File: config.mk
export PLATFORM = sky130hd
export DESIGN_NAME = ssp_ram
export DESIGN_NICKNAME = d
export VERILOG_FILES = /design/src/rtl/ssp_ram.sv
export SDC_FILE = /design/constraint.sdc
export NUM_CORES = 2
export LEC_CHECK = 0
export BUFFER_PORTS_ARGS = -buffer_cell sky130_fd_sc_hd__buf_2
export CAP_MARGIN = 20
export CORE_ASPECT_RATIO = 0.75
export CORE_UTILIZATION = 55
export DETAILED_ROUTE_END_ITERATION = 10
export PLACE_DENSITY = 0.72
export SYNTH_ARGS = -nofsm -noshare
export SYNTH_HDL_FRONTEND = slang
export SYNTH_SLANG_ARGS = --single-unit
File: constraint.sdc
create_clock -name clk -period 3.35 [get_ports clk]
set_input_delay 0.1675 -clock clk [delete_from_list [all_inputs] [get_ports clk]]
set_output_delay 0.1675 -clock clk [all_outputs]
set_load 0.005 [all_outputs]
File: src/rtl/ssp_ram.sv
`timescale 1ns / 1ps

module ssp_ram #(
    parameter int WIDTH = 32,
    parameter int DEPTH = 64
) (
    input  logic                                  clk,
    input  logic                                  we,
    input  logic [(DEPTH > 1 ? $clog2(DEPTH) : 1)-1:0] waddr,
    input  logic [WIDTH-1:0]                      wdata,
    input  logic [(DEPTH > 1 ? $clog2(DEPTH) : 1)-1:0] raddr,
    output logic [WIDTH-1:0]                      rdata
);

    logic [WIDTH-1:0] mem [DEPTH];

    always_ff @(posedge clk)
    begin
        if (we)
        begin
            mem[waddr] <= wdata;
        end
        rdata <= mem[raddr];
    end

endmodule

## Word level (Yosys, flattened, before mapping)

Memories as Yosys holds them, arrays and structs flattened. A register that Yosys moved wholly into a read port is not among the register bits.
Index checks and enable logic that the tools add are counted.

- Register bits: 0
- Latch bits: 0
- RAM bits: 2048
- Memory bits (read-only): 0
- Bits of input ports: 46
- Output and inout port bits: 32
- Word-level logic and storage cells: 3
- Memories kept: 1

Memories:

| name | depth | bits a word | rd ports | clocked after Yosys merged registers in | write ports | line | text |
|---|---|---|---|---|---|---|---|
| mem | 64 | 32 | 1 | 1 | 1 | 15 | `logic [WIDTH-1:0] mem [DEPTH];` |

- $add $sub $neg: 0
- $mul: 0
- Divide/modulo/power cells: 0
- $lt $le $gt $ge: 0
- Equal/unequal tests: 0
- Shift operators: 0
- Multiplexer cells: 2
- Bitwise gates (word level): 0
- Reductions and logical operators: 0

Operators by type and width:

| operator | count |
|---|---|
| $mux 1 | 2 |

## Longest topological paths before layout

- Depth in word-level cells: 2
- Gate-level depth with buffers: 10
- Depth with buffers taken out: 5

## Worst setup path before layout

OpenSTA, ideal clock, no wires.

- Path type: input -> register
- From: in waddr[3] (netlist name)
- To: mem mem[48][0] (enable)
- Setup time: 0.461 ns
- Arrival: 2.866 ns
- Data required time: 2.889 ns
- Slack: 0.023 ns
- Cell stages on the path: 4
- Path buffers: 1
- Cells stage by stage: clkbuf_1 -> nor2b_1 -> nand4b_1 -> nor3_1

RTL lines:

| item | line | text |
|---|---|---|
| start: declaration | 9 | `input logic [(DEPTH > 1 ? $clog2(DEPTH) : 1)-1:0] waddr,` |
| end: declaration | 15 |  |

Straight into the memory's write port.

## Worst setup path in the final report

- From: in waddr[1] (netlist name)
- To: mem mem[43][8] (enable)

Straight into the memory's write port.

==> impl_results.md <==
* Result of the run: finished, final reports clean
* Critical path startpoint: waddr[1]
* CTS H-Tree Depth at 4
* Number of hold violations in the final report at 0
* Setup Crit Path Kind: input port to register
* Critical Path Source Type: input port
* Final Total Pwr at 52.8 mW
* Worst slew pin tran at 1190 ps
* Number of distinct library cell variants in the gate-level netlist after synthesis at 34
* Number of warnings printed during yosys synthesis at 0
* Hold/Removal Path Class: input port to register
* Vias in the first global route at 37600
* Number of clock sinks at 2080
* Post-Syn Nets at ~3400
* Number of cells traversed by the worst hold path at 1
* Initial Utilization at 55.7%
* WP buf/inv at 3
* Fin. max-slew vios at 0
* Arrival time at the worst endpoint at 3030 ps
* Sequential element share of the synthesized area at 79.1%
* Maximum vdd ir drop at 467 uV
* DRC violation count after routing at 0
* FF-to-FF End: rdata[26]
* Number of vias in the routed layout at 37700
* Number of antenna violations at the first check in global routing at 17
* Total standard cell area after synthesis at 0.0785 sq mm
* Setup clock skew after layout at 19.5 ps
* Cell Area, Placed at 0.0830 sq mm
* Count of buffers from port buffering at 77
* Violation count after the first detailed-route iteration at about 5400
* RSZ-0062 raised after global routing: false
* Average via count per standard cell at about 6.6
* Worst rel slew slack at between 20% and 30%
* Leakage power at 28.1 nW
* Total global routing overflow at 0
* Clock transition at the registers of the reported paths at around 60 ps
* Endpoint required time on the critical path at ~3800 ps
* Reg2Reg Launch Point: mem[52][26]
* Final cell area excluding filler cells at 0.0898 sq mm
* Total power divided by cell area at 588 mW/mm^2
* Non-filler instance count after layout at ~5700
* WP depth at 6
* Worst Hold Launch: wdata[14]
* Number of buffers added for setup after CTS at 0
* Post-layout util at 63.7%
* Dpl cells at 5285
* Commonest non-fill, non-tap cells in the layout: sky130_fd_sc_hd__edfxtp_1 (2048), sky130_fd_sc_hd__mux4_2 (544), sky130_fd_sc_hd__clkbuf_16 (191)
* Synthesized instance count at 3324
* Mean Syn Cell Area at 23.6 sq um
* Cell at the root of the clock tree: sky130_fd_sc_hd__clkbuf_16
* Total Nets Final at roughly 3700
* Post-Route Setup TNS at 0 ps
* Overall fraction of global-route tracks in use at around 27%
* DP Wirelength at 108000 microns
* Final hold slack at 45.1 ps
* Global-route wire length before repair at 275000 microns
* Routability Congestion at 0.800
* Core Footprint at 0.141 sq mm
* I/O pin cnt at 78
* Maximum frequency from static timing analysis at between 0.3 and 0.4 GHz
* Post-route ant nets at 0
* CP max stage delay at 790 ps
* Worst reg2reg path depth at 4
* Number of resized instances in the post-cts repair step at 0
* Number of setup violations in the final report at 0
* Maximum number of pins on one net before global-route repair at 65
* Number of max-cap violations at 0
* Detailed Route WL at 193000 microns
* Hold EP: mem[10][14]
* Worst Setup Slack, final at 808 ps
* Slowest stage cell, crit path: sky130_fd_sc_hd__nor2_4
* Flop2flop setup slack at 1040 ps
* Tmin final at roughly 2500 ps
* Share of the clock period used by the worst path after layout at 75.9%
* FP Rows at 119
* Die W at 438 microns
* Crit-path leading delay family: simple AND/OR/NAND/NOR gates
* Total iterations of the first detailed-routing run at 5
* Maximum count of clock buffers along a single path at 3
* Post-CTS Hold Fix Bufs at 6
* #FFs+latches synth at 2080
* Leading cell type in the layout, fill and taps excluded: sky130_fd_sc_hd__edfxtp_1
* Share of cells above drive strength 1 at 30.5%
* Clock tree from TritonCTS: yes
* Endpoint kind of the worst setup timing path: register
* Die Area at 0.144 sq mm
* Average routed wire per standard cell at approximately 34 microns
* Synthesis-to-finish area growth at 14.3%
* Source-to-sink clock delay at the later pin of the worst-skew pair at 820 ps
* DP Worst Slack at 314 ps
* Series of cell instances along the critical path: dlygate4sd3_1 -> buf_2 -> nor2b_1 -> nand3_1 -> nor2_4 -> buf_4
* Top fanout value on the critical path at 13
* Number of buffers created by CTS at 185
* Vert. Die Dim at 329 microns
## worst max-delay path by stage
stage | end | slack, ps
6_report | mem[43][8] | 810
3_5_place_dp | rdata[10] | 310
5_1_grt | mem[43][0] | 830
2_1_floorplan | mem[48][0] | 20
4_1_cts | mem[43][8] | 900
3_3_place_gp | rdata[10] | 330
## power breakdown
group | total (mW) | leakage, nW | switching [mW] | internal [mW]
Sequential | 28.9 | 18.7 | 0.102 | 28.8
Combinational | 2.73 | 6.50 | 1.63 | 1.10
Clock | 21.1 | 2.91 | 9.30 | 11.8
Total | 52.8 | 28.1 | 11.0 | 41.7
## area by class of cell
| cell class | instances | area (sq um) |
|---|---|---|
| antenna | 3 | 7.51 |
| sequential | 2080 | 62100 |
| multi-input combinational | 1062 | 16000 |
| clock buffer | 244 | 5040 |
| clock inverter | 99 | 933 |
| tap | 1875 | 2350 |
| timing repair buffer | 322 | 3320 |
| fill | 8894 | 51300 |
## cell families (layout without fill, tap and decap cells)
group,Yosys count,in the layout,synth area share [%]
flops,2080,2080,79.1
mux,637,637,16.8
simple gates,223,223,1.27
compound gates,202,202,1.67
buf+inv,182,665,1.13
other cells,0,3,0
## layer usage
metal,share of wire [%],global-route usage (%),up-vias
met4,2.7,7.75,4
li1,-,-,14900
met2,47,41.9,2330
met1,39,40.3,20100
met5,0.013,0,-
met3,11,5.60,332
## Yosys cell counts
library cell,instances,share of area [%]
sky130_fd_sc_hd__buf_6,5,0.072
sky130_fd_sc_hd__a41o_1,4,0.051
sky130_fd_sc_hd__edfxtp_1,2048,78
sky130_fd_sc_hd__mux2i_1,93,1.2
sky130_fd_sc_hd__or3b_2,3,0.033
sky130_fd_sc_hd__or3_1,3,0.024
sky130_fd_sc_hd__clkbuf_1,74,0.35
sky130_fd_sc_hd__and3_1,4,0.032
sky130_fd_sc_hd__or3b_1,2,0.022
sky130_fd_sc_hd__nor2_1,137,0.65
sky130_fd_sc_hd__mux4_2,544,16
sky130_fd_sc_hd__or2_0,1,0.0080
sky130_fd_sc_hd__nand2b_1,8,0.064
sky130_fd_sc_hd__nand3_1,5,0.032
sky130_fd_sc_hd__o32ai_1,4,0.045
sky130_fd_sc_hd__a311oi_1,8,0.089
sky130_fd_sc_hd__buf_2,57,0.36
sky130_fd_sc_hd__or2_2,1,0.0080
sky130_fd_sc_hd__o22ai_1,84,0.67
sky130_fd_sc_hd__a22oi_1,12,0.11
sky130_fd_sc_hd__nor3_1,7,0.045
sky130_fd_sc_hd__a31oi_1,1,0.0080
sky130_fd_sc_hd__dfxtp_1,32,0.82
sky130_fd_sc_hd__nor2b_1,15,0.12
sky130_fd_sc_hd__buf_4,25,0.24
sky130_fd_sc_hd__nand4_1,2,0.016
sky130_fd_sc_hd__and2_1,2,0.016
sky130_fd_sc_hd__nand2_1,26,0.12
sky130_fd_sc_hd__a21oi_1,62,0.40
sky130_fd_sc_hd__buf_1,21,0.10
sky130_fd_sc_hd__or2_1,1,0.0080
sky130_fd_sc_hd__nand4b_1,1,0.011
sky130_fd_sc_hd__o221ai_1,27,0.30
sky130_fd_sc_hd__nand3b_1,5,0.048
## registers in the layout, indices dropped and copies added (netlist names)
signal  cells
rdata      32
mem      2048
## worst register-to-register path, delay by kind of cell (launching register included)
kind / cells / cell delay [ps]
muxes: 2 / 970
and+or+nand+nor: 1 / 130
AOI/OAI and AO/OA: 1 / 660
DFF: 1 / 400
(Power assumes the default switching activity.)
